$ cat src/sch_div.sv
module sch_div #(
	parameter int unsigned DW = 24,
	parameter int unsigned VW = 16
) (
	input  logic          clk,
	input  logic          arst_n,
	input  logic          start,
	input  logic [DW-1:0] dividend,
	input  logic [VW-1:0] divisor,
	output logic          done,
	output logic [DW-1:0] quotient
);

	localparam int unsigned CNT_W = $clog2(DW + 1);

	logic [VW-1:0]    rem_q;
	logic [DW-1:0]    quo_q;
	logic [CNT_W-1:0] cnt_q;
	logic             busy_q;
	logic             done_q;
	logic [VW:0]      trial;
	logic             ge;
	logic [VW-1:0]    rem_n;

	// Restoring division, one quotient bit per cycle, MSB first.
	assign trial = {rem_q, quo_q[DW-1]};
	assign ge    = trial >= {1'b0, divisor};
	assign rem_n = ge ? VW'(trial - {1'b0, divisor}) : VW'(trial);

	always_ff @(posedge clk or negedge arst_n) begin
		if (!arst_n) begin
			busy_q <= 1'b0;
			done_q <= 1'b0;
			cnt_q  <= '0;
		end else if (start) begin
			busy_q <= 1'b1;
			done_q <= 1'b0;
			cnt_q  <= CNT_W'(DW);
		end else if (busy_q) begin
			cnt_q <= cnt_q - 1'b1;
			if (cnt_q == CNT_W'(1)) begin
				busy_q <= 1'b0;
				done_q <= 1'b1;
			end
		end
	end

	always_ff @(posedge clk) begin
		if (start) begin
			rem_q <= '0;
			quo_q <= dividend;
		end else if (busy_q) begin
			rem_q <= rem_n;
			quo_q <= {quo_q[DW-2:0], ge};
		end
	end

	assign done     = done_q;
	assign quotient = quo_q;

endmodule

$ cat config.mk
export PLATFORM = sky130hd
export DESIGN_NAME = sch_div
export DESIGN_NICKNAME = d
export VERILOG_FILES = /design/src/sch_div.sv
export SDC_FILE = /design/constraint.sdc
export NUM_CORES = 1
export LEC_CHECK = 0
export BUFFER_PORTS_ARGS = -buffer_cell sky130_fd_sc_hd__buf_2
export CAP_MARGIN = 30
export CORE_ASPECT_RATIO = 1.1
export CORE_UTILIZATION = 43
export DETAILED_ROUTE_END_ITERATION = 8
export HOLD_SLACK_MARGIN = 0.03
export PLACE_DENSITY = 0.66
export SLEW_MARGIN = 20
export SYNTH_ARGS = -nofsm -noshare
export SYNTH_HDL_FRONTEND = slang
export SYNTH_SLANG_ARGS = --single-unit
export TNS_END_PERCENT = 1
$ cat constraint.sdc
create_clock -name clk -period 2.9 [get_ports clk]
set_clock_uncertainty 0.05 [all_clocks]
set_input_delay 0.58 -clock clk [delete_from_list [all_inputs] [get_ports clk]]
set_output_delay 0.58 -clock clk [all_outputs]
set_load 0.01 [all_outputs]
==> results.md <==
Setup path:
- The category of the most critical setup path is reg -> reg.
- The worst flop-to-flop path startpoint is quotient[23].
- STA puts the critical path data arrival time at 2.78 ns.
- In this run the worst setup path begins at quotient[23].
- The required time of the critical path is 3.03 ns.
- The worst setup path is captured at a register.
- STA classifies the critical path startpoint as a register.
- Of all nets on the critical path, the largest fanout is 4.

Floorplanning:
- During I/O placement, the number of pins put on the boundary was slightly below 70.
- The horizontal die dimension is 81.7 um.
- The initial utilization of the core area, before any placement, comes to 0.450.
- In this run the vertical extent of the chip is 89.6 um.
- The number of rows created at floorplan is 31.
- The floorplan die area is 0.00732 mm^2.
- The core region is around 0.0067 mm^2.

Power:
- Of the total power, combinational logic draws 0.193.
- The share of total power dissipated in sequential elements is 0.496.
- IR analysis of the VDD net gives a maximum drop of 0.246 mV.
- Summing internal, switching and leakage power gives 1.59 mW.
- Dividing total power by cell area gives a power density of between 400 and 500 mW/mm^2.
- The switching fraction of total power is 0.264.
- The relative contribution of the clock network to total power is 0.310.
- The switching power total is 420 uW.
- The total leakage power is 1.64 nW.
- The internal power is 1.17 mW.

Synthesis:
- The proportion of synthesized flip-flops having asynchronous set or reset is 0.149.
- For this run, the number of Yosys warnings is 0.
- The cell area after synthesis is 0.00300 mm^2.
- Counting flops and latches in the post-synthesis netlist gives 47.
- A synthesized cell averages 10.0 um^2.
- The share of the yosys chip area belonging to registers is 0.405.
- When the netlist entered floorplanning its net count stood at 361.
- The most used flip-flop cell after synthesis is edfxtp_1.
- Yosys mapped the design onto 61 distinct sky130hd cell types.
- The number of instances in the synthesized netlist is 299.
- The number of enable flip-flop cells after synthesis is 24.

CTS:
- The clock passes through at most 2 buffers.
- The number of setup buffers added after CTS is 0.
- The clock reaches the later pin of the worst-skew pair after 0.30 ns.
- The post-cts gate resize count is 0.
- Buffers inserted during clock tree synthesis total 5.
- The hold buffer count at cts is 0.
- The H-tree was split into 2 levels.
- Clock-pin slew was measured on the worst setup and hold paths at approximately 0.090 ns.
- The number of sinks on the clock net is 47.
- TritonCTS built the clock tree.
- Clock tree synthesis selected as its root buffer the cell clkbuf_8.

Placed design:
- The weighted congestion reported at the end of routability-driven placement is around 0.84.
- The half-perimeter wire length of the detailed placement result is between 5 and 6 mm.
- The placed cell count is 447.
- The count of buffers added on input and output ports is 67.
- OpenSTA, run right after detailed placement, puts the worst setup slack at -0.0451 ns.

Drt:
- The first detailed-routing pass took 4 iterations.
- For this block, the via count after detailed routing is 2458.
- After detailed routing, the average wire length per cell comes to approximately 14 um.
- The average vias per placed instance is 5.40.
- The detail route stage leaves a number of antenna-violating nets equal to 0.
- Summed over all layers, the routed wires come to 6.54 mm.
- The DRC violation total after the first TritonRoute iteration is between 100 and 150.
- In the routed design, unresolved DRC markers number 0.

STA:
- The fraction of the cycle the final worst path needs is 0.913.
- The smallest clock period supported by the final layout is computed as 2.65 ns.
- Derived from the worst setup path, the maximum achievable clock frequency is between 300 and 400 MHz.
- The hold violation total from the final report was 0.
- For the pin with the worst max-slew slack, the measured transition is between 0.5 and 0.6 ns.
- The max-slew violation total from the final report is 0.
- The number of setup violations in the final report is 0.
- The relative slew slack is 0.607.
- Setup repair after global routing left no endpoint under its margin.
- After layout, the worst setup slack is between 0.2 and 0.3 ns.

Finish:
- Counting the fill cells in the layout gives 606.
- The number of inserted diodes is 0.
- The filler-free cell count of the finished design is 455.
- The area growth from synthesis to layout is 19.7%.
- Of the cells placed in the final design, the portion with a size suffix greater than 1 is 0.330.
- The leading cell type in the layout, fill and taps excluded is buf_2.
- Leaving out fill and tap cells, the most frequent cells in the layout are buf_2 (67), inv_1 (29), nor2_1 (24), edfxtp_1 (24), mux2_2 (23).
- The layout net count is approximately 430.

Global routing:
- For this run, the total global-route usage over all layers was measured as 0.193.
- The first global-routing pass estimated 10.8 mm of wire.
- The number of global-route vias before repair was 2299.
- The pin count of the biggest net entering global routing is 29.
- The initial antenna violation count is 0.
- The final global-route overflow total is 0.

Flow run:
- Max-cap violations in this run came to 0.

Hold path:
- The classification of the worst-slack hold path is in -> async.

Outcome:
- The run finished with clean final reports.
-- metrics by stage --
step	hold slack, ns	util	area [um^2]	setup TNS, ns
floorplan	0.234	-	3000	0
detailed placement	0.373	0.521	3480	-0.0451
CTS	0.0373	0.539	3590	0
finish	0.0412	0.539	3590	0
global route	0.0402	0.539	3590	0
global placement	0.373	0.521	3480	-0.0557
-- path summary, 6_finish.rpt --
path,end,slack [ns],cells past startpoint
worst max-delay path,rem_q[14],0.25,11
worst min-delay path,cnt_q[4],0.04,1
worst max register to register,rem_q[14],0.25,11
worst min register to register,rem_q[7],0.47,2
max in group asynchronous,busy_q,2.60,1
min in group clk,rem_q[7],0.47,2
-- kinds of logic after synthesis --
| kind of cell | synth area share |
|---|---|
| mux | 0.107 |
| simple gates | 0.125 |
| xor+xnor | 0.0292 |
| compound gates | 0.196 |
| flops | 0.405 |
| fa+ha+maj | 0.0817 |
| buf+inv | 0.0558 |
-- critical path, cell delays in order (launching register included) --
cell	delay [ns]
edfxtp_1	0.36
inv_1	0.08
ha_1	0.24
fa_1	0.41
nor2b_1	0.17
o21bai_1	0.11
o21ai_0	0.20
buf_4	0.17
a31oi_1	0.15
and4b_1	0.24
nor3_1	0.24
o21ai_0	0.12
-- Yosys cell counts (7+ instances only) --
master	instances	area, um^2
a21oi_1	12	60.1
nand2_1	17	63.8
inv_1	29	109
ha_1	18	225
edfxtp_1	24	721
dfrtp_1	7	175
xnor2_1	7	61.3
o21ai_0	13	65.1
dfxtp_1	16	320
a21o_1	8	60.1
mux2_2	23	259
nor2_1	24	90.1
-- power groups by stage --
stage | Combinational (mW) | Clock, mW | Sequential (mW)
2_1_floorplan | 0.184 | 0 | 0.821
3_3_place_gp | 0.305 | 0 | 0.804
3_5_place_dp | 0.309 | 0 | 0.806
4_1_cts | 0.310 | 0.509 | 0.791
5_1_grt | 0.348 | 0.531 | 0.799
6_report | 0.307 | 0.494 | 0.791
-- registers in the layout, indices dropped and copies added (netlist names) --
name,cells
busy_q,1
done,1
quotient,24
cnt_q,5
rem_q,16
-- final cells by class --
type | instances | area, um^2 | area share
Tap cell | 82 | 103 | 0.0286
Timing Repair Buffer | 78 | 430 | 0.120
Sequential cell | 47 | 1220 | 0.338
Multi-Input combinational cell | 211 | 1620 | 0.451
Inverter | 29 | 109 | 0.0303
Clock buffer | 5 | 68.8 | 0.0192
Clock inverter | 3 | 47.5 | 0.0132
-- per-layer routing --
| layer | wire, um | global-route usage | up-vias |
|---|---|---|---|
| li1 | - | - | 1262 |
| met1 | 3030 | 0.263 | 1122 |
| met2 | 3110 | 0.317 | 69 |
| met3 | 357 | 0.0343 | 5 |
| met4 | 40 | 0.0463 | 0 |
| met5 | 0 | 0 | - |
Power figures use the tool's default switching activity.
